### src/sv/hmp_pkg.sv
// ----------------------------------------------------------------------------
// hmp_pkg
// Shared types, constants and helpers for the hash message padder.
// ----------------------------------------------------------------------------
`default_nettype none

package hmp_pkg;

	// Message padding constants
	localparam logic [7:0] PAD_BYTE      = 8'h80;
	localparam int         COUNT_W       = 61;
	localparam int         HOLD_W        = 56;
	localparam logic [2:0] LAST_WORD_IDX = 3'd7;

	// Request type codes
	localparam logic REQ_BYTE = 1'b0;
	localparam logic REQ_END  = 1'b1;

	// Length byte order codes
	localparam logic ORDER_LE = 1'b0;
	localparam logic ORDER_BE = 1'b1;

	// Datapath operations issued by the controller
	typedef enum logic [2:0] {
		OP_NONE,
		OP_BYTE,
		OP_FIRST,
		OP_ZERO,
		OP_LEN
	} hmp_op_t;

	typedef struct packed {
		hmp_op_t op;
	} hmp_cmd_t;

	typedef struct packed {
		logic       out_free;
		logic [2:0] word_idx;
	} hmp_status_t;

	// Reverse the byte order of a 64-bit word
	function automatic logic [63:0] bswap64(input logic [63:0] w);
		logic [63:0] r;
		for (int i = 0; i < 8; i++) begin
			r[8*i +: 8] = w[8*(7-i) +: 8];
		end
		return r;
	endfunction

endpackage

`default_nettype wire

### src/sv/hmp_intf.sv
// ----------------------------------------------------------------------------
// hmp_intf
// Valid/ready channels of the hash message padder: request, word, config.
// ----------------------------------------------------------------------------
`default_nettype none

interface hmp_req_if;
	logic       valid;
	logic       ready;
	logic       req_type;
	logic [7:0] data_byte;

	modport source (output valid, output req_type, output data_byte, input ready);
	modport sink   (input valid, input req_type, input data_byte, output ready);
endinterface

interface hmp_word_if;
	logic        valid;
	logic        ready;
	logic [63:0] out_word;
	logic        last_word;

	modport source (output valid, output out_word, output last_word, input ready);
	modport sink   (input valid, input out_word, input last_word, output ready);
endinterface

interface hmp_cfg_if;
	logic valid;
	logic ready;
	logic length_order;

	modport source (output valid, output length_order, input ready);
	modport sink   (input valid, input length_order, output ready);
endinterface

`default_nettype wire

### src/sv/hmp_datapath.sv
// ----------------------------------------------------------------------------
// hmp_datapath
// Byte counter, byte packing hold, length formatting and output word register.
// ----------------------------------------------------------------------------
`default_nettype none

module hmp_datapath (
	input  wire                  clk,
	input  wire                  arst_n,
	input  hmp_pkg::hmp_cmd_t    cmd,
	input  wire [7:0]            data_byte,
	input  wire                  cfg_valid,
	input  wire                  cfg_order,
	input  wire                  out_ready,
	output logic                 out_valid,
	output logic [63:0]          out_word,
	output logic                 last_word,
	output hmp_pkg::hmp_status_t status
);
	import hmp_pkg::*;

	logic [COUNT_W-1:0] byte_count_q;
	logic [HOLD_W-1:0]  hold_q;
	logic               order_q;
	logic [63:0]        word_q;
	logic               last_q;
	logic               valid_q;

	logic [2:0]  hold_pos;
	logic [5:0]  hold_shift;
	logic [63:0] bit_len;
	logic [63:0] next_word;
	logic        load_word;

	assign hold_pos   = byte_count_q[2:0];
	assign hold_shift = {hold_pos, 3'b000};
	assign bit_len    = {byte_count_q, 3'b000};

	// Word to emit for the current operation
	always_comb begin
		next_word = '0;
		load_word = 1'b0;
		case (cmd.op)
			OP_BYTE: begin
				next_word = {data_byte, hold_q};
				load_word = (hold_pos == LAST_WORD_IDX);
			end
			OP_FIRST: begin
				next_word = {8'h00, hold_q} | ({56'd0, PAD_BYTE} << hold_shift);
				load_word = 1'b1;
			end
			OP_ZERO: begin
				next_word = '0;
				load_word = 1'b1;
			end
			OP_LEN: begin
				next_word = (order_q == ORDER_BE) ? bswap64(bit_len) : bit_len;
				load_word = 1'b1;
			end
			default: begin
				next_word = '0;
				load_word = 1'b0;
			end
		endcase
	end

	// Message state: count and packing hold
	always_ff @(posedge clk or negedge arst_n) begin
		if (!arst_n) begin
			byte_count_q <= '0;
			hold_q       <= '0;
		end else begin
			case (cmd.op)
				OP_BYTE: begin
					byte_count_q <= byte_count_q + 1'b1;
					if (hold_pos == LAST_WORD_IDX) begin
						hold_q <= '0;
					end else begin
						hold_q[hold_shift +: 8] <= data_byte;
					end
				end
				OP_FIRST: begin
					hold_q <= '0;
				end
				OP_LEN: begin
					byte_count_q <= '0;
					hold_q       <= '0;
				end
				default: begin
				end
			endcase
		end
	end

	// Length byte order register
	always_ff @(posedge clk or negedge arst_n) begin
		if (!arst_n) begin
			order_q <= ORDER_LE;
		end else if (cfg_valid) begin
			order_q <= cfg_order;
		end
	end

	// Output word register
	always_ff @(posedge clk or negedge arst_n) begin
		if (!arst_n) begin
			valid_q <= 1'b0;
		end else if (load_word) begin
			valid_q <= 1'b1;
		end else if (out_ready) begin
			valid_q <= 1'b0;
		end
	end

	always_ff @(posedge clk) begin
		if (load_word) begin
			word_q <= next_word;
			last_q <= (cmd.op == OP_LEN);
		end
	end

	assign out_valid       = valid_q;
	assign out_word        = word_q;
	assign last_word       = last_q;
	assign status.out_free = !valid_q || out_ready;
	assign status.word_idx = byte_count_q[5:3];

	// A word is only loaded into a free output slot
	a_load_free: assert property (@(posedge clk) disable iff (!arst_n)
		load_word |-> (!valid_q || out_ready))
		else $error("word loaded while output slot busy");

	// The length word ends the message and leaves cleared state
	a_len_clears: assert property (@(posedge clk) disable iff (!arst_n)
		(cmd.op == OP_LEN) |=> (byte_count_q == '0 && hold_q == '0 && last_q))
		else $error("state not cleared after length word");

	// The packing hold is empty whenever the fill position is zero
	a_hold_clean: assert property (@(posedge clk) disable iff (!arst_n)
		(hold_pos == 3'd0) |-> (hold_q == '0))
		else $error("stale bytes in packing hold");

endmodule

`default_nettype wire

### src/sv/hmp_ctrl.sv
// ----------------------------------------------------------------------------
// hmp_ctrl
// Controller: accepts items and sequences the padding words of a message end.
// ----------------------------------------------------------------------------
`default_nettype none

module hmp_ctrl (
	input  wire                  clk,
	input  wire                  arst_n,
	input  wire                  in_valid,
	input  wire                  in_req_type,
	input  hmp_pkg::hmp_status_t status,
	output logic                 in_ready,
	output hmp_pkg::hmp_cmd_t    cmd
);
	import hmp_pkg::*;

	typedef enum logic {
		S_IDLE,
		S_PAD
	} state_t;

	state_t     state_q;
	logic [3:0] cnt_q;
	logic [3:0] pad_words;

	// Words left after the first padding word: length lands in word 7 of
	// this block, or of the next one when the 0x80 falls in word 7
	assign pad_words = (status.word_idx == LAST_WORD_IDX) ? 4'd8
		: (4'd7 - {1'b0, status.word_idx});

	assign in_ready = (state_q == S_IDLE) && status.out_free;

	// Command decode
	always_comb begin
		cmd.op = OP_NONE;
		case (state_q)
			S_IDLE: begin
				if (in_valid && in_ready) begin
					cmd.op = (in_req_type == REQ_END) ? OP_FIRST : OP_BYTE;
				end
			end
			S_PAD: begin
				if (status.out_free) begin
					cmd.op = (cnt_q == 4'd1) ? OP_LEN : OP_ZERO;
				end
			end
			default: begin
				cmd.op = OP_NONE;
			end
		endcase
	end

	// State and word counter
	always_ff @(posedge clk or negedge arst_n) begin
		if (!arst_n) begin
			state_q <= S_IDLE;
			cnt_q   <= '0;
		end else begin
			case (state_q)
				S_IDLE: begin
					if (cmd.op == OP_FIRST) begin
						state_q <= S_PAD;
						cnt_q   <= pad_words;
					end
				end
				S_PAD: begin
					if (status.out_free) begin
						cnt_q <= cnt_q - 1'b1;
						if (cnt_q == 4'd1) begin
							state_q <= S_IDLE;
						end
					end
				end
				default: begin
					state_q <= S_IDLE;
				end
			endcase
		end
	end

	// Padding count stays within one to eight words
	a_cnt_range: assert property (@(posedge clk) disable iff (!arst_n)
		(state_q == S_PAD) |-> (cnt_q != 4'd0 && cnt_q <= 4'd8))
		else $error("padding word count out of range");

	// Emitting the length word returns to idle
	a_len_idle: assert property (@(posedge clk) disable iff (!arst_n)
		(cmd.op == OP_LEN) |=> (state_q == S_IDLE))
		else $error("controller did not return to idle");

	// An end marker always starts a padding sequence
	a_end_pad: assert property (@(posedge clk) disable iff (!arst_n)
		(cmd.op == OP_FIRST) |=> (state_q == S_PAD))
		else $error("end marker did not start padding");

endmodule

`default_nettype wire

### src/sv/hash_message_padder_core.sv
// ----------------------------------------------------------------------------
// hash_message_padder_core
// Merkle-Damgard padder for MD5 / SHA-256: packs bytes into 64-bit words.
// ----------------------------------------------------------------------------
// Message bytes are taken one per cycle while idle with the output register
// free, and packed into 64-bit words, earliest byte in bits 7:0; a full word
// goes to the single output register. An end marker appends 0x80, zero bytes
// up to 56 mod 64 and the 64-bit bit length (little-endian when length_order
// is 0, big-endian when 1), and emits 2 to 9 words, one per cycle while the
// output register is free, the last flagged by last_word. No new item is taken
// until the final word is loaded. The user must write length_order only while
// the block is idle, not enforced by the block; the config channel is always ready.
`default_nettype none

module hash_message_padder_core (
	input  wire        clk,
	input  wire        arst_n,
	hmp_req_if.sink    req,
	hmp_word_if.source rsp,
	hmp_cfg_if.sink    cfg
);
	import hmp_pkg::*;

	hmp_cmd_t    cmd;
	hmp_status_t status;

	assign cfg.ready = 1'b1;

	// Control
	hmp_ctrl u_ctrl (
		.clk         (clk),
		.arst_n      (arst_n),
		.in_valid    (req.valid),
		.in_req_type (req.req_type),
		.status      (status),
		.in_ready    (req.ready),
		.cmd         (cmd)
	);

	// Datapath
	hmp_datapath u_datapath (
		.clk       (clk),
		.arst_n    (arst_n),
		.cmd       (cmd),
		.data_byte (req.data_byte),
		.cfg_valid (cfg.valid),
		.cfg_order (cfg.length_order),
		.out_ready (rsp.ready),
		.out_valid (rsp.valid),
		.out_word  (rsp.out_word),
		.last_word (rsp.last_word),
		.status    (status)
	);

endmodule

`default_nettype wire
### src/flat_wrapper.sv
// flat-port wrapper written by rule: the top's interface ports become plain ports
module hash_message_padder_core_flat import hmp_pkg::*;
  (clk, arst_n, req_valid, req_req_type, req_data_byte, req_ready, rsp_valid, rsp_out_word, rsp_last_word, rsp_ready, cfg_valid, cfg_length_order, cfg_ready);
  hmp_req_if req_i ();
  hmp_word_if rsp_i ();
  hmp_cfg_if cfg_i ();
  input  wire clk;
  input  wire arst_n;
  input wire logic [$bits(req_i.valid)-1:0] req_valid;
  input wire logic [$bits(req_i.req_type)-1:0] req_req_type;
  input wire logic [$bits(req_i.data_byte)-1:0] req_data_byte;
  output wire logic [$bits(req_i.ready)-1:0] req_ready;
  output wire logic [$bits(rsp_i.valid)-1:0] rsp_valid;
  output wire logic [$bits(rsp_i.out_word)-1:0] rsp_out_word;
  output wire logic [$bits(rsp_i.last_word)-1:0] rsp_last_word;
  input wire logic [$bits(rsp_i.ready)-1:0] rsp_ready;
  input wire logic [$bits(cfg_i.valid)-1:0] cfg_valid;
  input wire logic [$bits(cfg_i.length_order)-1:0] cfg_length_order;
  output wire logic [$bits(cfg_i.ready)-1:0] cfg_ready;
  assign req_i.valid = req_valid;
  assign req_i.req_type = req_req_type;
  assign req_i.data_byte = req_data_byte;
  assign req_ready = req_i.ready;
  assign rsp_valid = rsp_i.valid;
  assign rsp_out_word = rsp_i.out_word;
  assign rsp_last_word = rsp_i.last_word;
  assign rsp_i.ready = rsp_ready;
  assign cfg_i.valid = cfg_valid;
  assign cfg_i.length_order = cfg_length_order;
  assign cfg_ready = cfg_i.ready;
  hash_message_padder_core u_core (.clk(clk), .arst_n(arst_n), .req(req_i), .rsp(rsp_i), .cfg(cfg_i));
endmodule
### config.mk
export PLATFORM = sky130hd
export DESIGN_NAME = hash_message_padder_core_flat
export DESIGN_NICKNAME = d
export VERILOG_FILES = /design/src/sv/hmp_pkg.sv /design/src/sv/hmp_intf.sv /design/src/sv/hmp_datapath.sv /design/src/sv/hmp_ctrl.sv /design/src/sv/hash_message_padder_core.sv /design/src/flat_wrapper.sv
export SDC_FILE = /design/constraint.sdc
export NUM_CORES = 1
export LEC_CHECK = 0
export ABC_AREA = 1
export BUFFER_PORTS_ARGS = -buffer_cell sky130_fd_sc_hd__buf_2
export CORE_MARGIN = 4
export CORE_UTILIZATION = 40
export CTS_CLUSTER_SIZE = 40
export DETAILED_ROUTE_END_ITERATION = 8
export PLACE_DENSITY = 0.53
export REMOVE_ABC_BUFFERS = 1
export SETUP_SLACK_MARGIN = 0.5
export SKIP_LAST_GASP = 1
export SYNTH_ARGS = -nofsm -noshare
export SYNTH_HDL_FRONTEND = slang
export SYNTH_SLANG_ARGS = --single-unit
### constraint.sdc
create_clock -name clk -period 19.45 [get_ports clk]
set_input_delay 3.89 -clock clk [delete_from_list [all_inputs] [get_ports clk]]
set_output_delay 3.89 -clock clk [all_outputs]
set_load 0.005 [all_outputs]
Yosys cells after proc, flatten, opt, wreduce, memory -nomap -nowiden. Index checks and enable logic that the tools add are counted.

Register bits after elaboration: 189. Input port bits: 15. Output and inout port bits: 68. Word-level logic and storage cells: 58.

Add/sub/neg operators: 4. Equal/unequal tests: 9. Shift-type cells: 3. Mux-type cells: 22. Bitwise logic cells: 2. Reductions and logical operators: 10.

Operators by type and width (number): 64-bit one-hot mux with 3 select lines (1); 61-bit one-hot mux with 2 select lines (1); 56-bit one-hot mux with 2 select lines (1); 64-bit 2-to-1 mux (1); 56-bit by 64-bit bitwise OR with 64-bit output (1); 8-bit by 6-bit << shifter with 64-bit output (first input constant) (1); 61-bit by 1-bit adder with 61-bit output (second input constant) (1); 56-bit bitwise mux (1); 56-bit 2-to-1 mux (1); 8-bit by 8-bit variable shift with 56-bit output (first input constant) (1); 8-bit by 8-bit indexed part select with 56-bit output (1); 4-bit 2-to-1 mux (3); 3-bit == test (second input constant) (3); 6-bit negation with 8-bit output (1); 4-bit one-hot mux with 2 select lines (1); 3-bit by 2-bit == test with 1-bit output (second input constant) (2); 3-bit 2-to-1 mux (2); 3-bit one-hot mux with 2 select lines (1); 2-bit nonzero test (3); 1-bit 2-to-1 mux (5); 4-bit by 1-bit == test with 1-bit output (second input constant) (1); 2-bit 2-to-1 mux (2); 1-bit one-hot mux with 2 select lines (2); 3-bit by 3-bit subtractor with 4-bit output (first input constant) (1); other kinds (11) (12).

Depth between registers and ports, before layout.
Word-level depth: 10. Gate-level depth with buffers: 11. Depth with buffers taken out: 11.

Hierarchy. A second synthesis with hierarchy kept.

Cell total of the unflattened synthesis: 1244. Area, all modules: 10029.6 um^2.

By module, submodules not included: hmp_datapath (times used 1, cells each 1192, area each 9619.2 um^2, seq. area each 4929.7 um^2); hmp_ctrl (times used 1, cells each 50, area each 399.1 um^2, seq. area each 125.1 um^2); hash_message_padder_core (times used 1, cells each 2, area each 11.3 um^2, seq. area each 0.0 um^2).

Least setup slack after synthesis. OpenSTA, ideal clock, no wires.

Path type: input to register. From: in rsp_ready. To: reg u_core.u_datapath.valid_q (netlist: u_core.u_datapath.out_valid). Library setup time: 0.094 ns. Arrival time: 9.579 ns. Data required time: 19.356 ns. Slack: 9.778 ns. Stages: 6. Buffers on the path: 1. Path through: inv_1 > nand2_2 > nand4_2 > buf_6 > o21ai_0 > or2_2.

Longest elaborated chain between the ends: 9. Elaborated cells between the ends (all ways): 14. Classes of those cells: eq/ne (4); mux (5); reduce/logical (5).

RTL lines: from (decl) (line flat_wrapper.sv:16) `input wire logic [$bits(rsp_i.ready)-1:0] rsp_ready;`; 1-bit logical OR (*) (line hmp_datapath.sv:125) `assign status.out_free = !valid_q || out_ready;`; 1-bit logical AND (line hmp_ctrl.sv:32) `assign in_ready = (state_q == S_IDLE) && status.out_free;`; 1-bit logical AND (line hmp_ctrl.sv:39) `if (in_valid && in_ready) begin`; 2-bit 2-to-1 mux (line hmp_ctrl.sv:39); 3-bit one-hot mux with 2 select lines (*) (line hmp_ctrl.sv:37) `case (state_q)`; 3-bit == test / 3-bit by 2-bit == test with 1-bit output (equally long branches) (line hmp_datapath.sv:43) `case (cmd.op)`; 3-bit OR reduction (no line); 1-bit one-hot mux with 2 select lines (*) (line hmp_datapath.sv:43); net u_core.u_datapath.load_word (line hmp_datapath.sv:33) `logic load_word;`; 1-bit 2-to-1 mux / 2-bit nonzero test (equally long branches); to (signal assigned) (line hmp_datapath.sv:107) `valid_q <= 1'b0;`; to (signal assigned) (line hmp_datapath.sv:109) `valid_q <= 1'b1;`; to (signal assigned) (line hmp_datapath.sv:111) `valid_q <= 1'b0;`; to (decl) (line hmp_datapath.sv:27) `logic valid_q;`.

The timed path passes the listed nets; every way through them passes the cells marked *. A chain may end at the register's enable or synchronous reset.

Worst setup path in the final report.
From: in rsp_ready. To: out req_ready.

Longest elaborated chain between the ends: 2.

RTL lines: 1-bit logical OR (line hmp_datapath.sv:125); 1-bit logical AND (line hmp_ctrl.sv:32); to (decl) (line flat_wrapper.sv:12) `output wire logic [$bits(req_i.ready)-1:0] req_ready;`.

No other way between the ends.

==> impl_metrics.toml <==
[critical_path]
path_class = "in2out"
critical_path_depth = 6
required_ps = 15560
cp_slowest_cell = "nor2_1"
cp-start-kind = "input port"
crit_arrival_ps = 4450
crit_path_max_fanout = 4
slowest_delay_ps = 150
crit_family = "buffers and inverters"
crit_buf_inv = 4
worstSetupEndpointType = "output pin"
path_cells = "buf_2 -> inv_1 -> nand2_2 -> inv_1 -> nor2_1 -> buf_2"
worst_r2r_path_depth = 9

[power]
p_seq_share_pct = 46.6
ir_worst_vdd_v = 0.00006289
power.share.clock_pct = 25.8
power.total_mw = 1.375
p_sw_share_pct = 38.33
intPower_mw = 0.8479
switching_power_mw = 0.5270
p_per_area_nw_per_um2 = 119.4
power.leakage_nw = 5.173
power_frac_comb_pct = 27.7

[timing]
finalCriticalPeriod_ps = 8338
setup_tns_ps = 0
setup_viol = 0
max_clock_freq_mhz = 119.9
worst_pin_slew_ps = 873.7
finalCritPeriodShare_pct = 42.87
max_slew_margin_pct = 41.76
clock_skew_ps = 18.93
rsz0062_at_grt = "false"
hold_viol_final = 0
drv_slew = 0

[final_layout]
mostFrequentLayoutCell = "nand2_1"
syn2layout_area_growth_pct = 12.71
n_antenna_cell = 0
final_nets = 1394
layout-drive-gt1-share_pct = 11.88
final_cell_mix = "nand2_1, inv_1, nor2_1, dfrtp_1, o21ai_0"

[yosys]
yosysTopAreaCellShare_pct = 30.36
synth_area_leader_cell = "dfrtp_1"
synthArstFlopShare_pct = 65.61
ys_ff_latch = 189
ys.flop_type = "dfrtp_1"
synth_edf_count = 65
syn-cell-area_um2 = 10220
syn-instance-count = 1295
yosys_warnings = 0
synth.area.top_cells = "dfrtp_1, edfxtp_1, nand2_1, inv_1, nor2_1"
ys_seq_area_share_pct = 49.46
synthDistinctLibCells = 45
avgSynthCellArea_um2 = 7.893

[clock_network]
h-tree-depth = 4
clock_sinks = 189
postCtsHoldBufs = 0
ctsLongestPathBuffers = 2
cts_tree = "built"
cts_repair_resize_count = 0
clk-insertion-delay-late_ps = 440
numCtsBuffers = 17
cts.clk_slew.worst_paths_ps = 70
root_buffer = "clkbuf_16"
postCtsSetupBuffers = 0

[worst_hold_path]
whs_path_depth = 2
hp-class = "reg2reg"

[floorplan]
num_rows = 58
chipWidth_um = 167.9
initial_core_util_pct = 40.59
io-pin-count = 83
die_h_um = 167.9
die-area_um2 = 28170
core_um2 = 25180

[global_routing]
grt_overflow_total = 0
grt_pass1_wl_um = 54400
antenna_found_initial = 0
grt_pass1_vias = 8745
grt_start_max_net_pins = 64
grt_use_total_pct = 25.37

[placement]
port_buffers = 81
gp_congestion = 0.9282
hpwl_um = 26430

[drt]
routed_wirelength_um = 35570
first_pass_iters = 6
drt-initial-drc-count = 882
via_per_inst = 5.410
antenna_left = 0
route.detailed.drc = 0
routed-via-count = 9256
post_drt_wl_per_cell_um = 20.79

[job]
drv_cap = 0

[outcome]
outcome = "finished, final reports clean"
## registers in the layout, indices dropped and copies added, names as in the netlist
| register | cells |
|---|---|
| u_core.u_datapath.byte_count_q | 61 |
| u_core.u_ctrl.cnt_q | 4 |
| u_core.u_datapath.hold_q | 56 |
| u_core.u_datapath.last_word | 1 |
| u_core.u_ctrl.state_q | 1 |
| u_core.u_datapath.order_q | 1 |
| u_core.u_datapath.out_word | 64 |
| u_core.u_datapath.out_valid | 1 |
## power by group through the flow
stage / clock, mW / combinational (mW) / sequential [mW]
after CTS: 0.361 / 0.384 / 0.641
final: 0.354 / 0.380 / 0.640
after global routing: 0.380 / 0.427 / 0.655
after floorplan: 0 / 0.211 / 0.640
after detailed placement: 0 / 0.381 / 0.649
after global placement: 0 / 0.375 / 0.646
## worst min-delay path, delay by kind of cell (launching register included)
kind | cells | cell delay (ps)
flip-flops | 1 | 350
AND/OR/NAND/NOR | 1 | 70
AO/OA/AOI/OAI | 1 | 70
## kinds of logic after synthesis
group                    synth area share [%]
buffers and inverters                   9.071
XOR/XNOR                              0.08571
AND/OR/NAND/NOR                         28.25
AO/OA/AOI/OAI                           11.75
flip-flops                              49.46
other                                 0.03669
adder cells (fa/ha/maj)                 1.347
## synthesized netlist by cell type, types with 11 or more instances
cell      number
nand2_1      358
nand3_1       75
a21oi_1       22
o21ai_0       86
nor3_1        21
dfrtp_1      124
nor2_2        13
nand4_1       21
clkbuf_1      11
nor2_1       156
inv_1        193
edfxtp_1      65
o221ai_1      46
ha_1          11
## through the flow
step           utilization [%]  hold WS (ps)  area (um^2)  cells  worst slack (ps)
2_1_floorplan                -         478.2        10040   1261              9591
3_3_place_gp             43.40         495.1        10930   1679             11140
3_5_place_dp             43.40         500.8        10930   1679             11110
4_1_cts                  45.75         519.8        11520   1711             11110
5_1_grt                  45.75         537.9        11520   1711             11010
6_report                 45.75         518.1        11520   1711             11110
## worst paths after layout
kind / start / to / slack (ps)
setup / recovery: rsp_ready / req_ready / 11110
hold / removal: u_core.u_datapath.hold_q[45]$_DFFE_PN0P_ / u_core.u_datapath.hold_q[45]$_DFFE_PN0P_ / 520
setup reg to reg: u_core.u_ctrl.cnt_q[0]$_DFFE_PN0P_ / u_core.u_datapath.out_word[47]$_SDFFCE_PN0P_ / 16380
hold reg to reg: u_core.u_datapath.hold_q[45]$_DFFE_PN0P_ / u_core.u_datapath.hold_q[45]$_DFFE_PN0P_ / 520
max in group asynchronous: arst_n / u_core.u_datapath.hold_q[40]$_DFFE_PN0P_ / 14540
min in group asynchronous: arst_n / u_core.u_ctrl.cnt_q[3]$_DFFE_PN0P_ / 3510
## layout make-up
cell class | instances | area, um^2
clock buffers | 17 | 425.4
clock inverters | 15 | 166.4
fillers | 2558 | 13660
inverters | 199 | 749.5
multi-input cells | 873 | 4250
flip-flops and latches | 189 | 5055
well taps | 330 | 412.9
repair buffers | 88 | 460.4
## metal layers
| layer | track usage [%] | wire length, um |
|---|---|---|
| met5 | 0 | 0 |
| met4 | 6.528 | 686 |
| met3 | 4.179 | 2190 |
| met2 | 39.38 | 15950 |
| met1 | 37.17 | 16750 |
Power figures use the tool's default switching activity.
